**config.mk**
```make
export PLATFORM = sky130hd
export DESIGN_NAME = wildcard_glob_matcher_unit
export DESIGN_NICKNAME = d
export VERILOG_FILES = /design/src/design/wgm_pkg.sv /design/src/design/wgm_front.sv /design/src/design/wgm_queue.sv /design/src/design/wgm_back.sv /design/src/design/wildcard_glob_matcher_unit.sv
export SDC_FILE = /design/constraint.sdc
export NUM_CORES = 2
export LEC_CHECK = 0
export BUFFER_PORTS_ARGS = -buffer_cell sky130_fd_sc_hd__buf_2
export CORE_UTILIZATION = 45
export DETAILED_ROUTE_END_ITERATION = 8
export GPL_TIMING_DRIVEN = 0
export SETUP_SLACK_MARGIN = 0.2
export SLEW_MARGIN = 40
export SYNTH_ARGS = -nofsm -noshare
export SYNTH_HDL_FRONTEND = slang
export SYNTH_SLANG_ARGS = --single-unit
export TNS_END_PERCENT = 20
```
**constraint.sdc**
```tcl
create_clock -name clk -period 6.7 [get_ports clk]
set_input_delay 0.67 -clock clk [delete_from_list [all_inputs] [get_ports clk]]
set_output_delay 0.67 -clock clk [all_outputs]
set_load 0.05 [all_outputs]
```
**src/design/wgm_pkg.sv**
```systemverilog
// ----------------------------------------------------------------------------
// wgm_pkg
// shared types and constants of the wildcard glob matcher
// ----------------------------------------------------------------------------
package wgm_pkg;

	localparam int MaxPattern = 64;
	localparam int LenW       = 7;
	localparam int IdxW       = (MaxPattern > 1) ? $clog2(MaxPattern) : 1;
	localparam int Levels     = $clog2(MaxPattern);

	localparam logic [7:0] StarChar = 8'h2A;
	localparam logic [7:0] AnyChar  = 8'h3F;

	typedef enum logic [1:0] {
		OP_CLEAR   = 2'd0,
		OP_APPEND  = 2'd1,
		OP_TEXT    = 2'd2,
		OP_RESTART = 2'd3
	} op_t;

	typedef struct packed {
		op_t        op;
		logic [7:0] ch;
		logic       is_star;
		logic       is_any;
	} cmd_t;

endpackage

```
**src/design/wgm_front.sv**
```systemverilog
// ----------------------------------------------------------------------------
// wgm_front
// accepts requests, decodes the operation and tags wildcard characters
// ----------------------------------------------------------------------------
module wgm_front (
	input  logic           clk,
	input  logic           arst_n,
	input  logic           req_valid,
	output logic           req_ready,
	input  logic [1:0]     operation,
	input  logic [7:0]     character,
	output logic           cmd_valid,
	input  logic           cmd_ready,
	output wgm_pkg::cmd_t  cmd
);

	logic          valid_s1;
	wgm_pkg::cmd_t cmd_s1;
	wgm_pkg::cmd_t cmd_dec;

	always_comb begin
		cmd_dec.op      = wgm_pkg::op_t'(operation);
		cmd_dec.ch      = character;
		cmd_dec.is_star = (character == wgm_pkg::StarChar);
		cmd_dec.is_any  = (character == wgm_pkg::AnyChar);
	end

	assign req_ready = !valid_s1 || cmd_ready;
	assign cmd_valid = valid_s1;
	assign cmd       = cmd_s1;

	always_ff @(posedge clk or negedge arst_n) begin
		if (!arst_n) begin
			valid_s1 <= 1'b0;
		end else if (req_ready) begin
			valid_s1 <= req_valid;
		end
	end

	always_ff @(posedge clk) begin
		if (req_ready && req_valid) begin
			cmd_s1 <= cmd_dec;
		end
	end

endmodule

```
**src/design/wgm_queue.sv**
```systemverilog
// ----------------------------------------------------------------------------
// wgm_queue
// two-entry command queue between front and back
// ----------------------------------------------------------------------------
module wgm_queue (
	input  logic           clk,
	input  logic           arst_n,
	input  logic           push_valid,
	output logic           push_ready,
	input  wgm_pkg::cmd_t  push_cmd,
	output logic           pop_valid,
	input  logic           pop_ready,
	output wgm_pkg::cmd_t  pop_cmd
);

	wgm_pkg::cmd_t entry_q [2];
	logic          wr_ptr_q;
	logic          rd_ptr_q;
	logic [1:0]    count_q;
	logic          do_push;
	logic          do_pop;

	assign push_ready = (count_q != 2'd2);
	assign pop_valid  = (count_q != 2'd0);
	assign pop_cmd    = entry_q[rd_ptr_q];
	assign do_push    = push_valid && push_ready;
	assign do_pop     = pop_valid && pop_ready;

	always_ff @(posedge clk or negedge arst_n) begin
		if (!arst_n) begin
			wr_ptr_q <= 1'b0;
			rd_ptr_q <= 1'b0;
			count_q  <= 2'd0;
		end else begin
			if (do_push) begin
				wr_ptr_q <= !wr_ptr_q;
			end
			if (do_pop) begin
				rd_ptr_q <= !rd_ptr_q;
			end
			if (do_push && !do_pop) begin
				count_q <= count_q + 2'd1;
			end else if (do_pop && !do_push) begin
				count_q <= count_q - 2'd1;
			end
		end
	end

	always_ff @(posedge clk) begin
		if (do_push) begin
			entry_q[wr_ptr_q] <= push_cmd;
		end
	end

endmodule

```
**src/design/wgm_back.sv**
```systemverilog
// ----------------------------------------------------------------------------
// wgm_back
// holds pattern and match row, executes commands, registers results
// ----------------------------------------------------------------------------
module wgm_back (
	input  logic                      clk,
	input  logic                      arst_n,
	input  logic                      cmd_valid,
	output logic                      cmd_ready,
	input  wgm_pkg::cmd_t             cmd,
	output logic                      rsp_valid,
	input  logic                      rsp_ready,
	output logic                      matched,
	output logic [wgm_pkg::LenW-1:0]  pattern_length,
	output logic                      overflow
);

	localparam int Max = wgm_pkg::MaxPattern;

	logic [7:0]               pat_q [Max];
	logic [Max-1:0]           star_q;
	logic [Max-1:0]           any_q;
	logic [wgm_pkg::LenW-1:0] len_q;
	logic [Max-1:0]           row_q;
	logic [Max-1:0]           erow_q;
	logic                     te_q;

	logic                     rsp_valid_q;
	logic                     matched_q;
	logic [wgm_pkg::LenW-1:0] plen_q;
	logic                     ovf_q;

	logic                     fire;
	logic                     full;
	logic [wgm_pkg::IdxW-1:0] wr_idx;
	logic                     new_bit;
	logic [Max-1:0]           lane_mask;
	logic [Max-1:0]           text_row;
	logic [Max-1:0]           g_lv [wgm_pkg::Levels+1];
	logic [Max-1:0]           p_lv [wgm_pkg::Levels+1];

	logic [wgm_pkg::LenW-1:0] n_len;
	logic [Max-1:0]           n_row;
	logic [Max-1:0]           n_erow;
	logic                     n_te;
	logic                     n_ovf;
	logic                     n_match;
	logic [wgm_pkg::IdxW-1:0] last_idx;

	assign cmd_ready      = !rsp_valid_q || rsp_ready;
	assign fire           = cmd_valid && cmd_ready;
	assign full           = (len_q == wgm_pkg::LenW'(Max));
	assign wr_idx         = len_q[wgm_pkg::IdxW-1:0];
	assign rsp_valid      = rsp_valid_q;
	assign matched        = matched_q;
	assign pattern_length = plen_q;
	assign overflow       = ovf_q;

	// empty-text bit of the position being appended
	always_comb begin
		if (len_q == '0) begin
			new_bit = cmd.is_star;
		end else begin
			new_bit = cmd.is_star &&
				erow_q[wgm_pkg::IdxW'(len_q - wgm_pkg::LenW'(1))];
		end
	end

	// text step: non-star lanes look at old column j-1, star lanes chain
	// upward through runs of stars, resolved by a log-depth prefix
	always_comb begin
		for (int j = 0; j < Max; j++) begin
			lane_mask[j] = (wgm_pkg::LenW'(j) < len_q);
			if (star_q[j]) begin
				g_lv[0][j] = row_q[j];
				p_lv[0][j] = (j != 0);
			end else begin
				g_lv[0][j] = (any_q[j] || (pat_q[j] == cmd.ch)) &&
					((j == 0) ? te_q : row_q[(j == 0) ? 0 : j - 1]);
				p_lv[0][j] = 1'b0;
			end
		end
		for (int k = 0; k < wgm_pkg::Levels; k++) begin
			for (int j = 0; j < Max; j++) begin
				if (j >= (1 << k)) begin
					g_lv[k+1][j] = g_lv[k][j] ||
						(p_lv[k][j] && g_lv[k][j - (1 << k)]);
					p_lv[k+1][j] = p_lv[k][j] && p_lv[k][j - (1 << k)];
				end else begin
					g_lv[k+1][j] = g_lv[k][j];
					p_lv[k+1][j] = p_lv[k][j];
				end
			end
		end
		text_row = g_lv[wgm_pkg::Levels] & lane_mask;
	end

	always_comb begin
		n_len  = len_q;
		n_row  = row_q;
		n_erow = erow_q;
		n_te   = te_q;
		n_ovf  = 1'b0;
		unique case (cmd.op)
			wgm_pkg::OP_CLEAR: begin
				n_len  = '0;
				n_row  = '0;
				n_erow = '0;
				n_te   = 1'b1;
			end
			wgm_pkg::OP_APPEND: begin
				if (full) begin
					n_ovf = 1'b1;
				end else begin
					n_len          = len_q + wgm_pkg::LenW'(1);
					n_erow         = erow_q;
					n_erow[wr_idx] = new_bit;
					n_row          = n_erow;
					n_te           = 1'b1;
				end
			end
			wgm_pkg::OP_TEXT: begin
				n_row = text_row;
				n_te  = 1'b0;
			end
			wgm_pkg::OP_RESTART: begin
				n_row = erow_q;
				n_te  = 1'b1;
			end
			default: begin
				n_row = row_q;
			end
		endcase
		last_idx = wgm_pkg::IdxW'(n_len - wgm_pkg::LenW'(1));
		n_match  = (n_len == '0) ? n_te : n_row[last_idx];
	end

	always_ff @(posedge clk or negedge arst_n) begin
		if (!arst_n) begin
			len_q       <= '0;
			row_q       <= '0;
			erow_q      <= '0;
			te_q        <= 1'b1;
			rsp_valid_q <= 1'b0;
		end else begin
			if (fire) begin
				len_q  <= n_len;
				row_q  <= n_row;
				erow_q <= n_erow;
				te_q   <= n_te;
			end
			if (cmd_ready) begin
				rsp_valid_q <= cmd_valid;
			end
		end
	end

	always_ff @(posedge clk) begin
		if (fire) begin
			matched_q <= n_match;
			plen_q    <= n_len;
			ovf_q     <= n_ovf;
			if (cmd.op == wgm_pkg::OP_APPEND && !full) begin
				pat_q[wr_idx]  <= cmd.ch;
				star_q[wr_idx] <= cmd.is_star;
				any_q[wr_idx]  <= cmd.is_any;
			end
		end
	end

endmodule

```
**src/design/wildcard_glob_matcher_unit.sv**
```systemverilog
// ----------------------------------------------------------------------------
// wildcard_glob_matcher_unit
// streaming glob matcher with '?' and '*' over a loaded pattern
// ----------------------------------------------------------------------------
// channel   direction  handshake              payload
// request   in         req_valid / req_ready  operation, character
// response  out        rsp_valid / rsp_ready  matched, pattern_length, overflow
//
// one request per cycle sustained while responses are taken; the whole match
// row updates at once in the back unit. a request passes the decode register,
// a two-entry queue and the row update stage feeding the response register.
// reset empties pattern, row and queue; no clearing pass is needed.
// a stalled response holds the back unit; the queue lets the front keep
// taking requests until it fills.
// ----------------------------------------------------------------------------
module wildcard_glob_matcher_unit (
	input  logic                      clk,
	input  logic                      arst_n,
	input  logic                      req_valid,
	output logic                      req_ready,
	input  logic [1:0]                operation,
	input  logic [7:0]                character,
	output logic                      rsp_valid,
	input  logic                      rsp_ready,
	output logic                      matched,
	output logic [wgm_pkg::LenW-1:0]  pattern_length,
	output logic                      overflow
);

	logic          f_valid;
	logic          f_ready;
	wgm_pkg::cmd_t f_cmd;
	logic          b_valid;
	logic          b_ready;
	wgm_pkg::cmd_t b_cmd;

	wgm_front u_front (
		.clk       (clk),
		.arst_n    (arst_n),
		.req_valid (req_valid),
		.req_ready (req_ready),
		.operation (operation),
		.character (character),
		.cmd_valid (f_valid),
		.cmd_ready (f_ready),
		.cmd       (f_cmd)
	);

	wgm_queue u_queue (
		.clk        (clk),
		.arst_n     (arst_n),
		.push_valid (f_valid),
		.push_ready (f_ready),
		.push_cmd   (f_cmd),
		.pop_valid  (b_valid),
		.pop_ready  (b_ready),
		.pop_cmd    (b_cmd)
	);

	wgm_back u_back (
		.clk            (clk),
		.arst_n         (arst_n),
		.cmd_valid      (b_valid),
		.cmd_ready      (b_ready),
		.cmd            (b_cmd),
		.rsp_valid      (rsp_valid),
		.rsp_ready      (rsp_ready),
		.matched        (matched),
		.pattern_length (pattern_length),
		.overflow       (overflow)
	);

endmodule
```
# --- Yosys cells after proc, flatten, opt, wreduce, memory -nomap -nowiden ---
# Memories as Yosys holds them, arrays and structs flattened.
# Index checks and enable logic that the tools add are counted.
word_totals:
  register_bits: 291
  mem_bits_rw: 536
  elab_cells: 1374
  mem_count: 2
mem_list:
  columns: ["name", "depth", "word_bits", "read_ports", "rd_ports_with_merged_regs", "write_ports", "line_no", "text"]
  rows:
  - ["u_back.pat_q", 64, 8, 64, 0, 1, "wgm_back.sv:20", "logic [7:0] pat_q [Max];"]
  - ["u_queue.entry_q", 2, 12, 1, 0, 1, "wgm_queue.sv:16", "wgm_pkg::cmd_t entry_q [2];"]
op_classes:
  n_addsub: 5
  magnitude_cmp: 68
  eq_ne: 72
  mux: 154
  n_bitwise: 1
  reduce_logical: 1054
ops:
  columns: ["op", "count"]
  rows:
  - ["$logic_and 1x1->1", 651]
  - ["$eq 8x8->1", 64]
  - ["$logic_or 1x1->1", 387]
  - ["$pmux 64 s4", 1]
  - ["$lt 6x7->1 const A", 32]
  - ["$bwmux 64", 3]
  - ["$mux 1", 139]
  - ["$mux 64", 2]
  - ["$pmux 64 s2", 1]
  - ["$lt 5x7->1 const A", 16]
  - ["$and 64x64->64", 1]
  - ["$lt 4x7->1 const A", 8]
  - ["$lt 3x7->1 const A", 4]
  - ["$lt 6x7->1 const B", 3]
  - ["$eq 8x6->1 const B", 2]
  - ["$logic_not 7->1", 2]
  - ["$lt 1x7->1 const A", 2]
  - ["$lt 2x7->1 const A", 2]
  - ["$pmux 7 s2", 1]
  - ["$bmux 1 s6", 2]
  - ["$sub 6x1->6 const B", 2]
  - ["$add 7x1->7 const B", 1]
  - ["$eq 7x7->1 const B", 1]
  - ["$logic_not 1->1", 7]
  - ["15 further kinds", 20]

# --- Longest topological paths before layout ---
# An unclocked memory read counts as a cell.
logic_depth:
  word_depth: 22
  depth_mapped: 23
  mapped_depth_nobuf: 17

# --- Modules after synthesis ---
# Synthesis repeated with hierarchy kept, for this count alone.
hier_totals:
  cells_unflattened: 3526
  hier_area_um2: 41502.3
modules_own_cells:
  columns: ["module", "n_inst", "cells_per_inst", "area_per_inst_um2", "seq_area_each_um2"]
  rows:
  - ["wgm_back", 1, 3449, 39983.3, 22918.2]
  - ["wgm_queue", 1, 55, 1078.5, 820.8]
  - ["wgm_front", 1, 22, 440.4, 385.4]

# --- Worst setup path after synthesis ---
# No wires, ideal clock.
synth_timing:
  kind: "register -> register"
  startpoint: "register u_back.len_q[0] in the netlist's numbering"
  endpoint: "register u_back.matched_q (netlist: u_back.matched) (data pin)"
  arrival_time_ps: 5058
  slack_ps: 1482
  path_stages_with_launch: 23
  path_cell_list: "dfrtp_1 -> buf_2 -> buf_2 -> clkinv_1 -> ha_1 -> and4_1 -> clkbuf_1 -> nand2_1 -> clkinv_1 -> o21ai_0 -> a21boi_1 -> clkbuf_1 -> clkbuf_1 -> ha_1 -> buf_1 -> clkinv_1 -> o41ai_1 -> a221oi_1 -> a2111oi_0 -> o21ai_0 -> nor3_1 -> nor2_1 -> a41oi_1"
synth_between:
  elab_chain_cells: 11
synth_rtl:
  columns: ["item", "line_no", "text"]
  rows:
  - ["start, declared", "wgm_back.sv:23", "logic [wgm_pkg::LenW-1:0] len_q;"]
  - ["start signal, assigned", "wgm_back.sv:147", "len_q <= n_len;"]
  - ["$sub 6x1->6", "wgm_back.sv:65", "erow_q[wgm_pkg::IdxW'(len_q - wgm_pkg::LenW'(1))];"]
  - ["$bmux 1 s6", "wgm_back.sv:65", null]
  - ["$mux 1 (implied by the code)", "wgm_back.sv:65", null]
  - ["$logic_and 1x1->1", "wgm_back.sv:64", "new_bit = cmd.is_star &&"]
  - ["$mux 1", "wgm_back.sv:61", "if (len_q == '0) begin"]
  - ["$bwmux 64", "wgm_back.sv:117", "n_erow[wr_idx] = new_bit;"]
  - ["$mux 64", "wgm_back.sv:112", "if (full) begin"]
  - ["$pmux 64 s4", "wgm_back.sv:104", "unique case (cmd.op)"]
  - ["$bmux 1 s6", "wgm_back.sv:135", "n_match = (n_len == '0) ? n_te : n_row[last_idx];"]
  - ["$mux 1 (implied by the code)", "wgm_back.sv:135", null]
  - ["$mux 1 (*)", "wgm_back.sv:135", null]
  - ["via u_back.n_match", "wgm_back.sv:47", "logic n_match;"]
  - ["end signal, assigned", "wgm_back.sv:160", "matched_q <= n_match;"]
  - ["end, declared", "wgm_back.sv:29", "logic matched_q;"]
# The timed path passes the listed nets; every way through them passes the cells marked *. The select of a mux whose other input is x is not followed.
# A chain may end at the register's enable or synchronous reset.

# --- Worst setup path after layout ---
# Same ends and word-level chain as after synthesis.

==> metrics.yaml <==
fp.dieW_um: 308.7
cp_top_family: "compound AO/OA/AOI/OAI gates"
cp.required_ns: 7.18
area_growth_syn_to_layout_pct: 12.87
port_buffers: 24
fin_crit_sh_pct: 97.93
finalSetupViolations: 0
leakage_nw: 15.31
drive_gt1_share_pct: 12.48
grt_overflow: 0
rsz0062_at_grt: "false"
core-area_um2: 93190
dr.pass1.iters: 9
max_slew_margin_pct: 27.56
grt_use_met3_pct: 7.440
peakVddDrop_uv: 273.1
path_common_cell: "clkbuf_2"
met2_usage_pct: 46.32
crit_cells: 21
cts.path.max_buffers: 3
finalMaxSlewViolations: 0
cts_tree: "built"
synth-edff-count: 685
period_needed_ns: 6.562
reg2reg_from: "u_back.len_q[0]$_DFFE_PN0P_"
cp_max_fo: 10
path_clk_slew_ns: 0.06
cpMaxStageDelayCell: "a311oi_1"
layout_commonest_cell: "edfxtp_1"
vias_per_cell: 6.308
final_hold_viol_count: 0
grt_util_all_layers_pct: 30.74
yosysTopAreaCell: "edfxtp_1"
crit_path_start: "u_back.len_q[0]$_DFFE_PN0P_"
grt_pass1_wl_um: 212600
clk_latency_ns: 0.68
busiest_layer: "met2"
numCtsBuffers: 90
htreeDepth: 3
synth.top_cells.by_area: "edfxtp_1, xnor2_1, dfrtp_1"
first_iter_violations: 4358
status: "finished, violations left"
synth_top_area_share_pct: 48.60
io_pins: 25
crit_end: "u_back.matched$_DFFE_PP_"
ys_seq_elements: 827
holdPathStages: 1
path_cells: "buf_2 -> buf_4 -> clkinv_2 -> ha_1 -> clkbuf_2 -> clkbuf_4 -> mux4_2 -> nand2_1 -> a32oi_1 -> a31oi_2 -> nor3_4 -> clkbuf_2 -> a31oi_1 -> nor4b_1 -> o211ai_1 -> a21oi_1 -> o31ai_1 -> o2111ai_1 -> a311oi_1 -> o41ai_1 -> a41oi_2"
drc_errors: 1
fmax_mhz: 152.4
gp_congestion: 1.058
syn-num-nets: 3681
first_global_vias: 30272
ff2ff_path_depth: 21
die_h_um: 308.7
dieArea_um2: 95280
syn_inst: 3657
ant_nets: 0
rows: 112
syn_area_per_cell_um2: 11.57
final_cell_mix: "edfxtp_1, xnor2_1, nand2_1, o21ai_0, nor2_1"
synthDistinctLibCells: 104
r2r_end: "u_back.matched$_DFFE_PP_"
synth-seq-area-share_pct: 57.00
root_buffer: "clkbuf_16"
fin_hold_ws_ns: 0.1868
via_count: 32271
synth_area_um2: 42320
worst-path-buf-inv: 6
violations: "design-rule violations"
yosys_most_used_dff: "edfxtp_1"
dp_hpwl_um: 102600
wl_um: 148300
place_area_um2: 44640
final_util_pct: 51.26
min_path_type: "in -> reg"
antenna_found_initial: 1
async_flop_share_pct: 17.17
yosysWarnings: 0
grt_max_degree: 66
cp.arrival_ns: 7.04
clock-sinks: 827
crit_type: "reg -> reg"
fillers: 8191
fin_worst_skew_ns: 0.04742
worst_pin_slew_ns: 1.085
powerDensity_nw_per_um2: 436.7
grt_util_met1_pct: 42.24
initial_utilization_pct: 45.42
cp-end-kind: "flop"
fin_nets: 3820
reg2reg_setup_slack_ns: 0.14
routedWlPerCell_um: 28.99
max_cap_violations: 0
startpoint_type: "flop"
tns_ns: 0
critical_path.max_stage_delay_ns: 0.52
final_area_um2: 47770
## area by class of cell
| class | count | area, um^2 | area share [%] |
|---|---|---|---|
| clock inverter | 54 | 550.5 | 1.152 |
| multi-input combinational | 2534 | 17030 | 35.64 |
| antenna | 1 | 2.502 | 0.005238 |
| buffer | 224 | 1324 | 2.771 |
| tap | 1254 | 1569 | 3.285 |
| timing repair buffer | 47 | 548.0 | 1.147 |
| inverter | 72 | 324.1 | 0.6784 |
| clock buffer | 103 | 2301 | 4.817 |
| sequential | 827 | 24120 | 50.50 |
## flip-flops by register name (all words and copies together) (netlist names), 2 cells and up
name	cells
u_queue.entry_q	24
u_back.pat_q	512
u_queue.count_q	2
u_back.erow_q	64
u_back.any_q	64
u_back.pattern_length	7
u_back.row_q	64
u_back.len_q	7
u_front.cmd	12
u_back.star_q	64
## worst reg2reg max path: stages, from the launching register on
cell       delay (ns)
dfrtp_1          0.36
buf_2            0.24
buf_4            0.30
clkinv_2         0.21
ha_1             0.33
clkbuf_2         0.34
clkbuf_4         0.40
mux4_2           0.37
nand2_1          0.10
a32oi_1          0.31
a31oi_2          0.18
nor3_4           0.42
clkbuf_2         0.46
a31oi_1          0.34
nor4b_1          0.28
o211ai_1         0.19
a21oi_1          0.11
o31ai_1          0.26
o2111ai_1        0.21
a311oi_1         0.52
o41ai_1          0.15
a41oi_2          0.29
## repair_timing
action	in CTS	in global routing
endpoints found under the setup margin	1	1
hold endpoints to repair	13	0
gates resized for setup	22	22
hold buffers	1	0
pin swaps	1	1
buffers inserted	2	3
## layer usage
layer / share of wire [%] / routed length (um) / vias up
li1: - / - / 13947
met1: 41 / 61070 / 16008
met2: 44 / 64760 / 1864
met3: 10 / 15140 / 450
met4: 4.9 / 7313 / 2
met5: 0.018 / 27 / -
## cell usage after synthesis, drive strengths merged, types with 9 or more instances
master and count:
xnor2 495, a21oi 175, o21bai 13, nor3 56, inv 66, nand3 62, o31ai 35, a211oi 38
nor2b 14, nand2 307, mux4 16, and3 16, clkbuf 149, nor3b 14, o21ai 309, ha 10
a311oi 20, a21o 10, nor2 285, o21a 10, a2111oi 10, nand2b 31, a221oi 21, dfrtp 141
o22ai 22, and2 19, o221ai 19, a22o 66, nor4 130, o211ai 32, or3 14, mux2 9
mux2i 40, buf 75, edfxtp 685, a31oi 31, nand4 44, or2 9, a22oi 16, xor2 31
## kinds of logic (layout without fill, tap and decap cells)
kind of cell               Yosys count  count (layout)  share of synthesized area (%)
AOI/OAI and AO/OA                  916             916                          14.49
other                                0               1                              0
and+or+nand+nor                   1017            1017                          11.55
muxes                               65              65                          2.143
DFF                                827             827                          57.00
adders and majority gates           10              10                         0.2956
xor gates and xnor gates           526             526                          10.90
buffers and inverters              296             500                          3.621
## worst min-delay path by stage
stage,end,from,slack (ns)
finish,u_front.cmd[10]$_DFFE_PP_,operation[0],0.19
global route,u_front.cmd[11]$_DFFE_PP_,operation[1],0.17
CTS,u_front.cmd[11]$_DFFE_PP_,operation[1],0.16
detailed placement,u_queue.entry_q[0][4]$_DFFE_PP_,u_front.cmd[4]$_DFFE_PP_,0.43
global placement,u_queue.entry_q[0][0]$_DFFE_PP_,u_front.cmd[0]$_DFFE_PP_,0.42
floorplan,u_back.erow_q[0]$_DFFE_PN0P_,arst_n,0.37
## where the power goes
group          total (mW)  internal (mW)  leakage, nW  switching (mW)
logic                9.42           2.73         5.78            6.69
registers            6.52           6.38         8.14           0.135
clock network        4.92           2.79         1.39            2.13
total                20.9           11.9         15.3            8.96
## per-stage QoR
| step | cells | power [mW] | setup WS (ns) |
|---|---|---|---|
| CTS | 5112 | 20.42 | 0.2010 |
| global placement | 4935 | 15.20 | -2.520 |
| detailed placement | 4952 | 15.44 | -2.458 |
| floorplan | 3657 | 11.72 | 1.482 |
| global route | 5116 | 21.32 | 0.2253 |
| finish | 5116 | 20.86 | 0.1384 |
No activity file was read; power rests on OpenSTA's default activity.
